`src/rtl/hsv2bgr_pkg.sv`:
```
// Package for the HSV to BGR pixel converter: sector codes and channel constants.
// No dependencies; used by hsv2bgr_out_if and the top level.
package hsv2bgr_pkg;

  localparam int CHAN_W = 8;
  localparam int SECT_W = 4;

  typedef logic [SECT_W-1:0] sector_t;
  typedef logic [CHAN_W-1:0] chan_t;

  // hexcone sectors; anything above SECT_5 is a full-turn hue (white)
  localparam sector_t SECT_0 = 4'd0;
  localparam sector_t SECT_1 = 4'd1;
  localparam sector_t SECT_2 = 4'd2;
  localparam sector_t SECT_3 = 4'd3;
  localparam sector_t SECT_4 = 4'd4;
  localparam sector_t SECT_5 = 4'd5;

  localparam chan_t CHAN_MAX = 8'd255;

endpackage

```
`src/rtl/hsv2bgr_if.sv`:
```
// Valid/ready channel interfaces for the HSV to BGR converter.
// Depends on hsv2bgr_pkg for the channel type.
interface hsv2bgr_in_if #(
  parameter int FRAC_BITS = 16
);
  logic                 valid;
  logic                 ready;
  logic [FRAC_BITS:0]   hue;
  logic [FRAC_BITS:0]   saturation;
  logic [FRAC_BITS:0]   brightness;

  modport source (output valid, hue, saturation, brightness, input ready);
  modport sink   (input valid, hue, saturation, brightness, output ready);
endinterface

interface hsv2bgr_out_if
  import hsv2bgr_pkg::*;
();
  logic  valid;
  logic  ready;
  chan_t blue;
  chan_t green;
  chan_t red;

  modport source (output valid, blue, green, red, input ready);
  modport sink   (input valid, blue, green, red, output ready);
endinterface

```
`src/rtl/hsv_to_bgr_pixel_top.sv`:
```
// HSV to BGR pixel converter, four register stages, one request per clock while out_px.ready is high.
// Depends on hsv2bgr_pkg and the interfaces in hsv2bgr_if.sv.
//
//   channel  direction  handshake            payload
//   in_px    sink       valid/ready          hue, saturation, brightness (Q1.FRAC_BITS)
//   out_px   source     valid/ready          blue, green, red (8 bits each)
//
// An accepted request passes stages A, B, C and the output register; throughput is
// one request per clock while out_px.ready is high, as every stage then takes one.
// Each stage holds a valid bit and advances when the next stage is free or
// moving, so a stalled output fills the bubbles before in_px.ready drops.
// rst_n is synchronous, active low, and clears only the valid bits.
module hsv_to_bgr_pixel_top
  import hsv2bgr_pkg::*;
#(
  parameter int FRAC_BITS = 16
) (
  input  logic                 clk,
  input  logic                 rst_n,
  hsv2bgr_in_if.sink           in_px,
  hsv2bgr_out_if.source        out_px
);

  localparam int W  = FRAC_BITS + 1;
  localparam int PW = 2 * W;
  localparam logic [W-1:0] ONE = {1'b1, {FRAC_BITS{1'b0}}};

  // ---- input side: hue * 6, clamp s and v
  logic [W+2:0] h6;
  logic [W-1:0] s_cl, v_cl;

  assign h6   = ({3'b000, in_px.hue} << 2) + ({3'b000, in_px.hue} << 1);
  assign s_cl = (in_px.saturation > ONE) ? ONE : in_px.saturation;
  assign v_cl = (in_px.brightness > ONE) ? ONE : in_px.brightness;

  // ---- ready chain
  logic vld_a_r, vld_b_r, vld_c_r, out_vld_r;
  logic rdy_a, rdy_b, rdy_c, rdy_o;

  assign rdy_o = !out_vld_r || out_px.ready;
  assign rdy_c = !vld_c_r || rdy_o;
  assign rdy_b = !vld_b_r || rdy_c;
  assign rdy_a = !vld_a_r || rdy_b;
  assign in_px.ready = rdy_a;

  // ---- stage A: sector, fraction, clamped s and v
  sector_t              sector_a_r;
  logic [FRAC_BITS-1:0] f_a_r;
  logic [W-1:0]         s_a_r, v_a_r;

  always_ff @(posedge clk) begin
    if (!rst_n) begin
      vld_a_r <= 1'b0;
    end else if (rdy_a) begin
      vld_a_r <= in_px.valid;
    end
    if (rdy_a && in_px.valid) begin
      sector_a_r <= h6[W+2:FRAC_BITS];
      f_a_r      <= h6[FRAC_BITS-1:0];
      s_a_r      <= s_cl;
      v_a_r      <= v_cl;
    end
  end

  // ---- stage B: p, f*s, (1-f)*s
  logic [PW-1:0] p_prod, fs_prod, gs_prod;
  logic [W-1:0]  f_ext;

  assign f_ext   = {1'b0, f_a_r};
  assign p_prod  = {{W{1'b0}}, v_a_r} * {{W{1'b0}}, W'(ONE - s_a_r)};
  assign fs_prod = {{W{1'b0}}, f_ext} * {{W{1'b0}}, s_a_r};
  assign gs_prod = {{W{1'b0}}, W'(ONE - f_ext)} * {{W{1'b0}}, s_a_r};

  sector_t      sector_b_r;
  logic [W-1:0] p_b_r, fs_b_r, gs_b_r, v_b_r;

  always_ff @(posedge clk) begin
    if (!rst_n) begin
      vld_b_r <= 1'b0;
    end else if (rdy_b) begin
      vld_b_r <= vld_a_r;
    end
    if (rdy_b && vld_a_r) begin
      sector_b_r <= sector_a_r;
      p_b_r      <= p_prod[FRAC_BITS+W-1:FRAC_BITS];
      fs_b_r     <= fs_prod[FRAC_BITS+W-1:FRAC_BITS];
      gs_b_r     <= gs_prod[FRAC_BITS+W-1:FRAC_BITS];
      v_b_r      <= v_a_r;
    end
  end

  // ---- stage C: q and t
  logic [PW-1:0] q_prod, t_prod;

  assign q_prod = {{W{1'b0}}, v_b_r} * {{W{1'b0}}, W'(ONE - fs_b_r)};
  assign t_prod = {{W{1'b0}}, v_b_r} * {{W{1'b0}}, W'(ONE - gs_b_r)};

  sector_t      sector_c_r;
  logic [W-1:0] p_c_r, q_c_r, t_c_r, v_c_r;

  always_ff @(posedge clk) begin
    if (!rst_n) begin
      vld_c_r <= 1'b0;
    end else if (rdy_c) begin
      vld_c_r <= vld_b_r;
    end
    if (rdy_c && vld_b_r) begin
      sector_c_r <= sector_b_r;
      p_c_r      <= p_b_r;
      q_c_r      <= q_prod[FRAC_BITS+W-1:FRAC_BITS];
      t_c_r      <= t_prod[FRAC_BITS+W-1:FRAC_BITS];
      v_c_r      <= v_b_r;
    end
  end

  // ---- output stage: channel order, scale by 255
  logic [W-1:0]   r_lvl, g_lvl, b_lvl;
  logic [W+7:0]   r_sc, g_sc, b_sc;

  always_comb begin
    case (sector_c_r)
      SECT_0:  begin r_lvl = v_c_r; g_lvl = t_c_r; b_lvl = p_c_r; end
      SECT_1:  begin r_lvl = q_c_r; g_lvl = v_c_r; b_lvl = p_c_r; end
      SECT_2:  begin r_lvl = p_c_r; g_lvl = v_c_r; b_lvl = t_c_r; end
      SECT_3:  begin r_lvl = p_c_r; g_lvl = q_c_r; b_lvl = v_c_r; end
      SECT_4:  begin r_lvl = t_c_r; g_lvl = p_c_r; b_lvl = v_c_r; end
      SECT_5:  begin r_lvl = v_c_r; g_lvl = p_c_r; b_lvl = q_c_r; end
      default: begin r_lvl = ONE;   g_lvl = ONE;   b_lvl = ONE;   end
    endcase
  end

  // x * 255 = (x << 8) - x; levels never exceed ONE, so the byte never overflows
  assign r_sc = {r_lvl, 8'h00} - {8'h00, r_lvl};
  assign g_sc = {g_lvl, 8'h00} - {8'h00, g_lvl};
  assign b_sc = {b_lvl, 8'h00} - {8'h00, b_lvl};

  chan_t blue_r, green_r, red_r;

  always_ff @(posedge clk) begin
    if (!rst_n) begin
      out_vld_r <= 1'b0;
    end else if (rdy_o) begin
      out_vld_r <= vld_c_r;
    end
    if (rdy_o && vld_c_r) begin
      blue_r  <= b_sc[FRAC_BITS+7:FRAC_BITS];
      green_r <= g_sc[FRAC_BITS+7:FRAC_BITS];
      red_r   <= r_sc[FRAC_BITS+7:FRAC_BITS];
    end
  end

  assign out_px.valid = out_vld_r;
  assign out_px.blue  = blue_r;
  assign out_px.green = green_r;
  assign out_px.red   = red_r;

  // ---- checks
  a_back_pressure_full : assert property (@(posedge clk) disable iff (!rst_n)
    !rdy_a |-> (vld_a_r && vld_b_r && vld_c_r && out_vld_r))
    else $error("input stalled with a bubble in the pipeline");

  a_stage_c_moves : assert property (@(posedge clk) disable iff (!rst_n)
    (vld_c_r && rdy_o) |=> out_vld_r)
    else $error("request lost between stage C and output");

  a_white_sector : assert property (@(posedge clk) disable iff (!rst_n)
    (vld_c_r && rdy_o && (sector_c_r > SECT_5)) |=>
      (blue_r == CHAN_MAX && green_r == CHAN_MAX && red_r == CHAN_MAX))
    else $error("full-turn hue did not give white");

  a_stage_a_to_b : assert property (@(posedge clk) disable iff (!rst_n)
    (vld_a_r && rdy_b) |=> vld_b_r)
    else $error("request lost between stage A and B");

endmodule
```
`src/flat_wrapper.sv`:
```
// flat-port wrapper written by rule: the top's interface ports become plain ports
module hsv_to_bgr_pixel_top_flat import hsv2bgr_pkg::*;
#(
  parameter int FRAC_BITS = 16
)
  (clk, rst_n, in_px_valid, in_px_hue, in_px_saturation, in_px_brightness, in_px_ready, out_px_valid, out_px_blue, out_px_green, out_px_red, out_px_ready);
  hsv2bgr_in_if #(.FRAC_BITS(FRAC_BITS)) in_px_i ();
  hsv2bgr_out_if out_px_i ();
  input  logic clk;
  input  logic rst_n;
  input wire logic [$bits(in_px_i.valid)-1:0] in_px_valid;
  input wire logic [$bits(in_px_i.hue)-1:0] in_px_hue;
  input wire logic [$bits(in_px_i.saturation)-1:0] in_px_saturation;
  input wire logic [$bits(in_px_i.brightness)-1:0] in_px_brightness;
  output wire logic [$bits(in_px_i.ready)-1:0] in_px_ready;
  output wire logic [$bits(out_px_i.valid)-1:0] out_px_valid;
  output wire logic [$bits(out_px_i.blue)-1:0] out_px_blue;
  output wire logic [$bits(out_px_i.green)-1:0] out_px_green;
  output wire logic [$bits(out_px_i.red)-1:0] out_px_red;
  input wire logic [$bits(out_px_i.ready)-1:0] out_px_ready;
  assign in_px_i.valid = in_px_valid;
  assign in_px_i.hue = in_px_hue;
  assign in_px_i.saturation = in_px_saturation;
  assign in_px_i.brightness = in_px_brightness;
  assign in_px_ready = in_px_i.ready;
  assign out_px_valid = out_px_i.valid;
  assign out_px_blue = out_px_i.blue;
  assign out_px_green = out_px_i.green;
  assign out_px_red = out_px_i.red;
  assign out_px_i.ready = out_px_ready;
  hsv_to_bgr_pixel_top #(.FRAC_BITS(FRAC_BITS)) u_core (.clk(clk), .rst_n(rst_n), .in_px(in_px_i), .out_px(out_px_i));
endmodule
```
`config.mk`:
```
export PLATFORM = sky130hd
export DESIGN_NAME = hsv_to_bgr_pixel_top_flat
export DESIGN_NICKNAME = d
export VERILOG_FILES = /design/src/rtl/hsv2bgr_pkg.sv /design/src/rtl/hsv2bgr_if.sv /design/src/rtl/hsv_to_bgr_pixel_top.sv /design/src/flat_wrapper.sv
export SDC_FILE = /design/constraint.sdc
export NUM_CORES = 2
export LEC_CHECK = 0
export BUFFER_PORTS_ARGS = -buffer_cell sky130_fd_sc_hd__buf_4
export CORE_ASPECT_RATIO = 1.4
export CORE_MARGIN = 2
export CORE_UTILIZATION = 40
export CTS_CLUSTER_SIZE = 40
export DETAILED_ROUTE_END_ITERATION = 8
export HOLD_SLACK_MARGIN = 0.1
export SLEW_MARGIN = 20
export SYNTH_ARGS = -nofsm -noshare
export SYNTH_HDL_FRONTEND = slang
export SYNTH_SLANG_ARGS = --single-unit
```
`constraint.sdc`:
```
create_clock -name clk -period 8.15 [get_ports clk]
set_clock_uncertainty 0.15 [all_clocks]
set_input_delay 1.2225 -clock clk [delete_from_list [all_inputs] [get_ports clk]]
set_output_delay 1.2225 -clock clk [all_outputs]
set_load 0.005 [all_outputs]
```
==> metrics <==
final core utilization between 40% and 50%; count of maximum capacitance violations 0; via count approximately 40000; path type of the worst setup path reg -> reg; Syn-to-layout area delta 11.03%; most instantiated flip-flop cell in the synthesis netlist edfxtp_1; clock input transition at the sequential cells of the worst setup and hold paths ~0.06 ns; final worst slack -0.2186 ns; arrival time reported for the critical path endpoint approximately 8.6 ns; part of the cycle the worst path needs 102.7%; WL final between 150 and 200 mm; share of post-route cells with drive strength above 1 under 10%; worst slew margin relative to its limit roughly 28%; proportion of synthesized chip area in sequential cells 12.30%; quantity of I/O buffers inserted on ports 80; DRC violation total after the first TritonRoute iteration between 2000 and 2500; final cell area excluding filler cells 60610 µm²; type of the tightest min-delay check reg -> reg; post-synthesis net count between 7000 and 8000; number of placed I/O pins just over 80; CTS H-Tree Depth 1; Crit-path slowest cell or4_4; startpoint type of the worst setup path flop; Place WS -0.2118 ns; fraction of synthesis flops using an asynchronous set or reset pin 0%; wire per inst a little under 20 µm; number of fill cells ~13000; result of the run finished, violations left; maximum number of pins on one net before global-route repair between 70 and 80; wire length of the first global-routing pass 241.0 mm; Std-Cell Rows 160; EDFF count, synth between 200 and 250; Most common cell on crit path fa_1; Least-Margin Pin Slew approximately 1.1 ns; Achievable Freq roughly 120 MHz; failing checks setup timing; number of buffers inserted during clock tree synthesis 31; Post-Place Cell Area 58670 µm²; initial antenna violation count 7; Vias per Instance between 5 and 6; die boundary height 441.1 µm; register bit total from synthesis 225; Die Footprint 139500 µm²; global router's overall resource usage between 20% and 30%; post-synth cell types 84; Num Clock Sinks around 230; Starting Density 40.22%; Die Span X ~320 µm; core area between 100000 and 150000 µm²; Clock Tree Root clkbuf_16; per-instance average area after synthesis ~9.2 µm²; gate count of the mapped netlist ~5900; fin. max-slew vios 0; clock tree from TritonCTS done; min cycle time layout 8.369 ns; largest fanout of any net on the critical path 7; cell area after synthesis roughly 55000 µm²; delay of the slowest cell on the worst path 0.60 ns; RSZ-0062 raised after global routing yes; yosys synthesis warning count 0; DR pass1 iterations 7; endpoint type of the worst setup path flop; Post-route DRC 0; count of hold-fix buffers inserted at cts 0; worst-skew pair later-pin latency 0.65 ns; number of buffers between clock root and the deepest sink 3; number of nets still failing antenna checks after routing 0; GP Congestion 0.9288; NumNets Final ~7800; hold slack between 0.2 and 0.3 ns; required time at the endpoint of the critical path 8.38 ns; Final Hold Vio Count 0; post-detailed-placement half-perimeter wirelength between 100 and 150 mm; # setup viols final 3; via count of the first global-routing pass 44130; remaining global-route overflow 0
## worst max-delay path: cells and delay by family (launching register included)
kind / cells / cell delay (ns)
xor+xnor: 2 / 0.18
fa+ha+maj: 7 / 3.16
simple gates: 8 / 2.39
buf+inv: 3 / 0.28
flops: 1 / 0.48
compound gates: 7 / 1.48
## cells by family (layout without fill, tap and decap cells)
family                     after synthesis  count (layout)  synth area share, %
xor gates and xnor gates               181             181                2.932
DFF                                    225             225                12.30
and+or+nand+nor                       1852            1852                16.37
muxes                                   21              21               0.4149
buffers and inverters                 1647            1836                11.42
adders and majority gates             1625            1625                51.87
AOI/OAI and AO/OA                      373             373                4.697
other                                    0               8                    0
## final cells by class
class | instances | area (µm²) | area share [%]
multi-input cells | 4052 | 42260 | 69.72
flip-flops and latches | 225 | 6716 | 11.08
inverters | 1384 | 5195 | 8.572
repair buffers | 395 | 3122 | 5.151
well taps | 1782 | 2230 | 3.679
clock buffers | 37 | 798.3 | 1.317
clock inverters | 20 | 267.8 | 0.4418
diodes | 8 | 20.02 | 0.03303
## worst paths after layout
check	start	end	slack, ns	cells after the start
hold / removal	u_core.sector_b_r[0]	u_core.sector_c_r[0]	0.28	0
hold reg to reg	u_core.sector_b_r[0]	u_core.sector_c_r[0]	0.28	0
setup / recovery	u_core.s_a_r[2]	u_core.p_b_r[15]	-0.22	27
setup reg to reg	u_core.s_a_r[2]	u_core.p_b_r[15]	-0.22	27
## synth_stat cells (5+ instances only)
cell type  count  share of area [%]
buf_1         21               0.14
a221o_1       18               0.33
nand3_1       32               0.29
o21ai_0       60               0.55
nand2_1      938                6.4
and3_1        17               0.19
nand3b_1       5              0.069
and2_1       499                5.7
buf_2         21               0.19
a41oi_1        6              0.096
nor2b_1       64               0.73
mux2_2        13               0.27
nor2_1       123               0.85
fa_1        1063                 39
a222oi_1       7               0.13
nand2b_1      29               0.33
or3_1         13               0.15
edfxtp_1     221                 12
xor2_1        47               0.75
a21oi_1       88               0.81
nor4_1        23               0.26
inv_1       1384                9.5
o22ai_1        5              0.057
o21bai_1       8               0.11
and4_1         5              0.080
or4_1          8               0.11
xnor2_1      132                2.1
nand4_1       13               0.15
a211oi_1      13               0.18
nor3_1        53               0.49
o21ai_1        5              0.046
a21o_1        33               0.45
ha_1         562                 13
mux2i_1        8               0.15
a22oi_1       32               0.44
or3b_2         7               0.11
a221oi_1      10               0.16
clkbuf_1     217                1.5
o21a_1        20               0.28
a31oi_1       12               0.14
o211ai_1       6              0.083
a21boi_0       6              0.083
## state kept, by name (all words and copies together) (netlist names)
signal and count:
u_core.p_b_r 17, u_core.fs_b_r 17, u_core.p_c_r 17, u_core.v_b_r 17, u_core.sector_c_r 4, u_core.sector_a_r 4
u_core.vld_a_r 1, u_core.sector_b_r 4, u_core.v_c_r 17, u_core.gs_b_r 17, u_core.out_px.blue 8, u_core.out_px.green 8
u_core.t_c_r 17, u_core.out_px.valid 1, u_core.f_a_r 15, u_core.vld_c_r 1, u_core.vld_b_r 1, u_core.v_a_r 17
u_core.q_c_r 17, u_core.s_a_r 17, u_core.out_px.red 8
## stage by stage
stage / std cells / TNS, ns
6_report: 7903 / -0.4418
3_5_place_dp: 7800 / -1.265
2_1_floorplan: 5924 / -0.1032
4_1_cts: 7884 / -0.1099
3_3_place_gp: 7800 / -1.047
5_1_grt: 7900 / -1.648
## routing by layer
metal	vias up	GRT usage [%]	part of all wire, %	wire (µm)
met3	364	1.808	4.1	6243
met4	2	10.19	5.1	7785
li1	18190	-	-	-
met5	-	0	0.011	16
met2	1126	41.83	53	80580
met1	20610	25.51	38	57260
## layout by cell type, fill, tap and decap left out, types with 9 or more instances in the layout
master and instances:
nand2b_1 27, ha_4 9, a211oi_1 12, fa_1 1061, xnor2_1 128, nor2b_1 61, a21o_1 33, or3_1 9
a21oi_1 80, mux2_2 13, edfxtp_1 221, inv_2 9, and2_1 497, a221o_1 18, ha_1 553, nand4_1 13
buf_4 375, nand2_1 933, o21a_1 20, nor4_1 18, xor2_1 44, a31oi_1 9, buf_12 10, and3_1 16
o21ai_0 55, nand3_1 32, inv_1 1375, buf_6 9, a22oi_1 32, nor3_1 45, nor2_1 122, clkbuf_16 31
## what timing repair did
item                                    CTS  global route
pin swaps                                 2            41
cloned                                    0             1
gates resized for setup                  15           100
setup buffers                            27            13
endpoints found under the setup margin   11            33
Power is not shown: default switching activity piles up to over one toggle a cycle in this logic, so the estimate is an artifact.
